<file path="src/rtl/wvc_pkg.sv">
// Package for the waypoint velocity controller: fixed-point widths, register
// indexes, state types and the rotation-matrix term selection.
// Used by the top level, the lanes and the merge stage; depends on nothing.
package wvc_pkg;

    // Fraction bits of positions, quaternion parts and gain.
    localparam int POS_FRAC_BITS  = 16;
    localparam int QUAT_FRAC_BITS = 14;
    localparam int GAIN_FRAC_BITS = 12;

    // Port widths fixed by the interface.
    localparam int COORD_W = 32;
    localparam int QUAT_W  = 16;
    localparam int GAIN_W  = 16;
    localparam int IDX_W   = 3;

    // Internal widths, derived from the fraction bit counts.
    localparam int QP_W  = 2 * QUAT_W;
    localparam int RAW_W = ((2 * QUAT_FRAC_BITS + 1 > QP_W) ?
                            (2 * QUAT_FRAC_BITS + 1) : QP_W) + 3;
    localparam int ROT_W = RAW_W + 1 - QUAT_FRAC_BITS;
    localparam int TP_W  = ROT_W + COORD_W;
    localparam int ACC_W = TP_W + 2;
    localparam int MR_W  = ACC_W + 1 - QUAT_FRAC_BITS;
    localparam int MAP_W = MR_W + 1;
    localparam int E_W   = MAP_W + 1;
    localparam int GP_W  = E_W + GAIN_W + 1;
    localparam int VR_W  = GP_W + 1 - GAIN_FRAC_BITS;
    localparam int SQ_W  = 2 * (POS_FRAC_BITS + 2);

    // Fixed-point constants.
    localparam logic signed [RAW_W-1:0] ROT_ONE =
        RAW_W'(64'd1 << (2 * QUAT_FRAC_BITS));
    localparam longint ROT_HALF  = longint'(1) << (QUAT_FRAC_BITS - 1);
    localparam longint GAIN_HALF = longint'(1) << (GAIN_FRAC_BITS - 1);
    localparam longint POS_ONE   = longint'(1) << POS_FRAC_BITS;
    localparam longint POS_HALF  = longint'(1) << (POS_FRAC_BITS - 1);
    // 0.09 square metres, rounded to 2*POS_FRAC_BITS fraction bits.
    localparam longint ARRIVE_SQ = ((longint'(9) << (2 * POS_FRAC_BITS)) + 50) / 100;

    // Configuration register indexes.
    localparam logic [IDX_W-1:0] REG_OFFSET_X   = 3'd0;
    localparam logic [IDX_W-1:0] REG_OFFSET_Y   = 3'd1;
    localparam logic [IDX_W-1:0] REG_OFFSET_Z   = 3'd2;
    localparam logic [IDX_W-1:0] REG_QUAT_W     = 3'd3;
    localparam logic [IDX_W-1:0] REG_QUAT_X     = 3'd4;
    localparam logic [IDX_W-1:0] REG_QUAT_Y     = 3'd5;
    localparam logic [IDX_W-1:0] REG_QUAT_Z     = 3'd6;
    localparam logic [IDX_W-1:0] REG_SPEED_GAIN = 3'd7;

    // Input command codes.
    localparam logic CMD_TICK     = 1'b0;
    localparam logic CMD_WAYPOINT = 1'b1;

    // Quaternion part indexes and the last matrix column.
    localparam logic [1:0] Q_W = 2'd0;
    localparam logic [1:0] Q_X = 2'd1;
    localparam logic [1:0] Q_Y = 2'd2;
    localparam logic [1:0] Q_Z = 2'd3;
    localparam logic [1:0] LAST_COL = 2'd2;

    // Top-level sequencer states.
    typedef enum logic [1:0] {
        TS_IDLE,
        TS_LANES,
        TS_MERGE,
        TS_LOAD
    } top_state_t;

    // Per-lane phases: five per matrix column, then map, error and gain.
    typedef enum logic [3:0] {
        LP_IDLE,
        LP_MUL_AB,
        LP_MUL_CD,
        LP_FORM,
        LP_MUL_T,
        LP_ACC,
        LP_MAP,
        LP_ERR,
        LP_MUL_G,
        LP_VEL
    } lane_phase_t;

    // Control from the sequencer to the lanes and the merge stage.
    typedef struct packed {
        logic start;
    } lane_ctl_t;

    // Selection of one rotation matrix entry: base + s*(a*b +/- c*d).
    typedef struct packed {
        logic [1:0] a;
        logic [1:0] b;
        logic [1:0] c;
        logic [1:0] d;
        logic       diag;
        logic       neg;
    } rot_sel_t;

    // Terms of entry (row, col) of the unit-quaternion rotation matrix.
    function automatic rot_sel_t rot_sel(input logic [1:0] row, input logic [1:0] col);
        rot_sel_t s;
        s = '{a: Q_X, b: Q_X, c: Q_Y, d: Q_Y, diag: 1'b1, neg: 1'b0};
        case ({row, col})
            4'b0000: s = '{a: Q_Y, b: Q_Y, c: Q_Z, d: Q_Z, diag: 1'b1, neg: 1'b0};
            4'b0001: s = '{a: Q_X, b: Q_Y, c: Q_W, d: Q_Z, diag: 1'b0, neg: 1'b1};
            4'b0010: s = '{a: Q_X, b: Q_Z, c: Q_W, d: Q_Y, diag: 1'b0, neg: 1'b0};
            4'b0100: s = '{a: Q_X, b: Q_Y, c: Q_W, d: Q_Z, diag: 1'b0, neg: 1'b0};
            4'b0101: s = '{a: Q_X, b: Q_X, c: Q_Z, d: Q_Z, diag: 1'b1, neg: 1'b0};
            4'b0110: s = '{a: Q_Y, b: Q_Z, c: Q_W, d: Q_X, diag: 1'b0, neg: 1'b1};
            4'b1000: s = '{a: Q_X, b: Q_Z, c: Q_W, d: Q_Y, diag: 1'b0, neg: 1'b1};
            4'b1001: s = '{a: Q_Y, b: Q_Z, c: Q_W, d: Q_X, diag: 1'b0, neg: 1'b0};
            4'b1010: s = '{a: Q_X, b: Q_X, c: Q_Y, d: Q_Y, diag: 1'b1, neg: 1'b0};
            default: s = '{a: Q_X, b: Q_X, c: Q_Y, d: Q_Y, diag: 1'b1, neg: 1'b0};
        endcase
        return s;
    endfunction

endpackage

</file>
<file path="src/rtl/wvc_merge.sv">
// Merge stage: combines the three lane errors into the arrival flag
// (horizontal squared error and vertical tolerance).
// Depends on wvc_pkg.
module wvc_merge (
    input  logic                           aclk,
    input  logic                           aresetn,
    input  wvc_pkg::lane_ctl_t             ctl,
    input  logic signed [wvc_pkg::E_W-1:0] err_x,
    input  logic signed [wvc_pkg::E_W-1:0] err_y,
    input  logic signed [wvc_pkg::E_W-1:0] err_z,
    output logic                           done,
    output logic                           arrived
);
    import wvc_pkg::*;

    localparam int SX_W = POS_FRAC_BITS + 2;

    logic                    in_box;
    logic                    stage1_reg, stage2_reg;
    logic                    box_reg;
    logic signed [SQ_W-1:0]  sqx_reg, sqy_reg;
    logic        [SQ_W:0]    sq_sum;
    logic                    arrived_reg;

    // Per-axis bounds, all strict.
    always_comb begin
        in_box = (err_x > -E_W'(POS_ONE)) && (err_x < E_W'(POS_ONE)) &&
                 (err_y > -E_W'(POS_ONE)) && (err_y < E_W'(POS_ONE)) &&
                 (err_z > -E_W'(POS_HALF)) && (err_z < E_W'(POS_HALF));
    end

    always_comb sq_sum = {1'b0, sqx_reg} + {1'b0, sqy_reg};

    // Stage valids.
    always_ff @(posedge aclk) begin
        if (!aresetn) begin
            stage1_reg <= 1'b0;
            stage2_reg <= 1'b0;
        end else begin
            stage1_reg <= ctl.start;
            stage2_reg <= stage1_reg;
        end
    end

    // Squares, then the threshold compare.
    always_ff @(posedge aclk) begin
        if (ctl.start) begin
            box_reg <= in_box;
            sqx_reg <= SX_W'(err_x) * SX_W'(err_x);
            sqy_reg <= SX_W'(err_y) * SX_W'(err_y);
        end
        if (stage1_reg) begin
            arrived_reg <= box_reg && (sq_sum < (SQ_W+1)'(ARRIVE_SQ));
        end
    end

    assign done    = stage2_reg;
    assign arrived = arrived_reg;

endmodule

</file>
<file path="config.mk">
export PLATFORM = sky130hd
export DESIGN_NAME = wvc_merge
export DESIGN_NICKNAME = d
export VERILOG_FILES = /design/src/rtl/wvc_pkg.sv /design/src/rtl/wvc_merge.sv
export SDC_FILE = /design/constraint.sdc
export NUM_CORES = 2
export LEC_CHECK = 0
export BUFFER_PORTS_ARGS = -buffer_cell sky130_fd_sc_hd__buf_2
export CELL_PAD_IN_SITES_DETAIL_PLACEMENT = 0
export CELL_PAD_IN_SITES_GLOBAL_PLACEMENT = 1
export CORE_MARGIN = 10
export CORE_UTILIZATION = 51
export CTS_BUF_LIST = sky130_fd_sc_hd__clkbuf_4 sky130_fd_sc_hd__clkbuf_8
export DETAILED_ROUTE_END_ITERATION = 10
export GPL_ROUTABILITY_DRIVEN = 0
export PLACE_DENSITY = 0.85
export SYNTH_ARGS = -nofsm -noshare
export SYNTH_HDL_FRONTEND = slang
export SYNTH_SLANG_ARGS = --single-unit
</file>
<file path="constraint.sdc">
create_clock -name aclk -period 11.5 [get_ports aclk]
set_input_delay 2.875 -clock aclk [delete_from_list [all_inputs] [get_ports aclk]]
set_output_delay 2.875 -clock aclk [all_outputs]
set_load 0.02 [all_outputs]
</file>
==> reports/summary.md <==
Compared with the post-synthesis result, the final layout area differs by 5.875%. STA puts the critical path data required time at 11.71 ns. The maximum operating frequency is 101.0 MHz. The run gives 0 as the total of cells resized after clock tree synthesis. The global-route congestion overflow total was 0; the count of input and output buffers was 139.

The longest clock path from root to sink contains 2 buffers. In the post-synthesis netlist, the biggest area contributors are sky130_fd_sc_hd__fa_1 45%, sky130_fd_sc_hd__inv_1 12%, sky130_fd_sc_hd__ha_1 12%. Dividing the final minimum period by the clock period gives 86.10%. TritonCTS built the clock tree. Setup repair after global routing left no endpoint under its margin. The clock reaches the later pin of the worst-skew pair after 0.36 ns. The number of buffers added by the clock tree synthesis step was 9. The number of DRC violations after detailed-routing iteration 0 came out at 794.

The logs give 83 for the number of core rows and 74 for the total number of clock tree sinks. Post-CTS timing repair inserted 0 buffers for setup. The shortest period the worst path allows came out at 9.902 ns. The number of fill cells was 4641.

In this run the worst path has a maximum fanout of 20. In this run the worst hold path is classified as reg2reg. For this run, the post-layout net count is 3883. For this run, the number of Yosys warnings is 0.

The tools report the sum of negative setup slack as 0 ns. The synthesized design spends more area on one cell type than any other, namely sky130_fd_sc_hd__fa_1. The fraction of synthesized cell area taken by the top area cell type works out to 44.72%. Clock root buffer: sky130_fd_sc_hd__clkbuf_8. The wire length per cell works out to 15.76 µm. Headroom to the max-slew limit came out at 37.44%.

In this run, post-CTS hold repair placed 0 buffers. The share of the Yosys chip area taken by registers is 8.352%. At the pin with the least slew margin, the transition time is 0.9384 ns.

For the number of instances in the synthesized netlist, the log shows 2818. The flow ran to the end, and the final reports show no timing, DRC or antenna violations. The number of I/O pins was 140; the initial cell density of the core was 51.40%. Counting flops with a built-in enable in the synthesized netlist gives 72. Once detailed placement completed, the half-perimeter wirelength came to 48920 µm. The worst setup path is of the in2reg kind. Fraction of layout cells with a size suffix above 1: 6.664%. The worst setup path is launched from an input port.

The routed via count came out at 18774. For the worst setup path, the data arrival time is 10.11 ns. Number of design rule violations left after detail routing: 0. The total area inside the core boundary comes to 0.05130 mm². The number of vias per cell was 5.228.

The most common cell in the synthesized netlist is sky130_fd_sc_hd__inv_1. The tools report the number of global-route vias before repair as 21502. The count of nets left with antenna violations once routing finished came out at 0. The final wirelength is 56580 µm. For the number of antenna violations at the first check in global routing, the log shows 1. The maximum number of pins on one net before global-route repair was 73; the clock-pin slew of the registers on the worst-case setup and hold paths was 0.07 ns.

By count the netlist is led by 857 x sky130_fd_sc_hd__inv_1, 589 x sky130_fd_sc_hd__fa_1, 250 x sky130_fd_sc_hd__ha_1. The final hold violation count was 0. The top flip-flop cell by instance count after synthesis is sky130_fd_sc_hd__edfxtp_1. The number of diodes added for antenna fixing was 0; the share of synthesized registers carrying an async set or reset was 0%. The die height came out at 247.4 µm. The first global-routing pass estimated 98760 µm of wire. The die covers 0.06119 mm².

For the final core area utilization, the log shows 54.41%. For the net count after synthesis, the log shows 3795. Synthesis inferred 74 register bits.

The number of max-slew violations in the final report was 0; the aggregate global-route resource usage was 19.72%. Each instance of the synthesized netlist takes up on average 9.356 µm². The clock tree skew after final layout was 0.003574 ns. Endpoint type of the worst setup path: a register.

The width of the die works out to 247.4 µm. The iteration count of the initial detailed-routing pass is 5, and the mapped cell area is 0.02637 mm². The tool flagged a number of max-cap violations equal to 0. The H-tree was split into 3 levels. Setup violations remaining at the end of the flow were counted as 0. The synthesized netlist contains 72 unique library cells.
-- cells in the final DEF, fill, tap and decap left out, types with 6 or more instances in the layout --
cell / Yosys / final
sky130_fd_sc_hd__buf_2: 0 / 139
sky130_fd_sc_hd__o21a_1: 12 / 12
sky130_fd_sc_hd__o211ai_1: 6 / 6
sky130_fd_sc_hd__nand4_1: 33 / 33
sky130_fd_sc_hd__nor2b_1: 10 / 10
sky130_fd_sc_hd__xor2_1: 25 / 25
sky130_fd_sc_hd__nor4_1: 33 / 33
sky130_fd_sc_hd__nor2_1: 102 / 102
sky130_fd_sc_hd__clkbuf_8: 0 / 9
sky130_fd_sc_hd__a21o_1: 44 / 44
sky130_fd_sc_hd__fa_1: 589 / 589
sky130_fd_sc_hd__a31o_2: 7 / 7
sky130_fd_sc_hd__a21oi_1: 86 / 86
sky130_fd_sc_hd__a31oi_1: 11 / 11
sky130_fd_sc_hd__nand2b_1: 14 / 14
sky130_fd_sc_hd__nand2_1: 240 / 240
sky130_fd_sc_hd__edfxtp_1: 72 / 72
sky130_fd_sc_hd__nand3_1: 17 / 17
sky130_fd_sc_hd__inv_1: 857 / 857
sky130_fd_sc_hd__nor3_1: 20 / 20
sky130_fd_sc_hd__o21ai_0: 39 / 39
sky130_fd_sc_hd__ha_1: 250 / 250
sky130_fd_sc_hd__xnor2_1: 84 / 84
sky130_fd_sc_hd__and2_1: 83 / 83
sky130_fd_sc_hd__or2_2: 6 / 6
sky130_fd_sc_hd__a211oi_1: 7 / 7
sky130_fd_sc_hd__o31ai_1: 8 / 8
sky130_fd_sc_hd__and3_1: 7 / 7
sky130_fd_sc_hd__a211o_1: 6 / 6
-- final timing paths --
| check | depth (start not counted) | start | slack, ns | endpoint |
|---|---|---|---|---|
| worst min register to register | 0 | stage1_reg | 0.46 | arrived |
| worst max register to register | 11 | sqx_reg[3] | 8.14 | arrived |
| worst min-delay path | 0 | stage1_reg | 0.46 | arrived |
| worst max-delay path | 25 | err_x[17] | 1.60 | sqx_reg[35] |
-- worst max-delay path, cell delays in order --
cell and delay (ns):
sky130_fd_sc_hd__buf_2 0.34, sky130_fd_sc_hd__clkinv_1 0.57, sky130_fd_sc_hd__nor2_1 0.32, sky130_fd_sc_hd__fa_1 0.43, sky130_fd_sc_hd__inv_1 0.11, sky130_fd_sc_hd__fa_1 0.52
sky130_fd_sc_hd__inv_1 0.06, sky130_fd_sc_hd__ha_1 0.57, sky130_fd_sc_hd__inv_1 0.29, sky130_fd_sc_hd__fa_1 0.58, sky130_fd_sc_hd__inv_1 0.05, sky130_fd_sc_hd__fa_1 0.47
sky130_fd_sc_hd__inv_1 0.05, sky130_fd_sc_hd__fa_1 0.53, sky130_fd_sc_hd__inv_1 0.04, sky130_fd_sc_hd__ha_1 0.22, sky130_fd_sc_hd__or3_1 0.40, sky130_fd_sc_hd__a211oi_1 0.22
sky130_fd_sc_hd__and4_1 0.28, sky130_fd_sc_hd__o31ai_1 0.15, sky130_fd_sc_hd__o41ai_2 0.38, sky130_fd_sc_hd__o21ai_1 0.15, sky130_fd_sc_hd__o21ai_0 0.24, sky130_fd_sc_hd__a21oi_1 0.10
sky130_fd_sc_hd__a31oi_1 0.15
-- cell families (layout without fill, tap and decap cells) --
family / count (synthesis) / in the layout / synth area share, %
AOI/OAI and AO/OA: 287 / 287 / 7.602
DFF: 74 / 74 / 8.352
buffers and inverters: 921 / 1014 / 13.11
adders and majority gates: 839 / 839 / 56.58
muxes: 4 / 4 / 0.1519
and+or+nand+nor: 584 / 584 / 10.58
xor gates and xnor gates: 109 / 109 / 3.621
-- metrics by stage --
| stage | hold WS (ns) | instances | area, µm² | setup slack [ns] |
|---|---|---|---|---|
| after floorplan | 0.4268 | 2818 | 26370 | 2.004 |
| final | 0.4613 | 3591 | 27920 | 1.598 |
| after global placement | 0.4387 | 3575 | 27680 | 1.413 |
| after global routing | 0.4828 | 3591 | 27920 | 0.9981 |
| after detailed placement | 0.4533 | 3575 | 27680 | 1.229 |
| after CTS | 0.4683 | 3591 | 27920 | 1.609 |
-- routing by layer --
layer,routed length (µm),track usage [%],up-vias
met2,29870,35.70,458
li1,-,-,8684
met1,22190,23.47,9504
met5,13,0,-
met3,2686,3.408,126
met4,1814,6.168,2
-- layout make-up --
class                   count  area (µm²)  area share, %
clock buffers               9       123.9         0.4437
clock inverters             7       107.6         0.3855
inverters                 858        3221          11.54
well taps                 680       850.8          3.048
multi-input cells        1823       20710          74.18
flip-flops and latches     74        2202          7.888
repair buffers            140       703.2          2.519
Power is left out: the tool's default activity adds up to more than one toggle a clock period on the data nets, which glitch-free logic cannot reach.
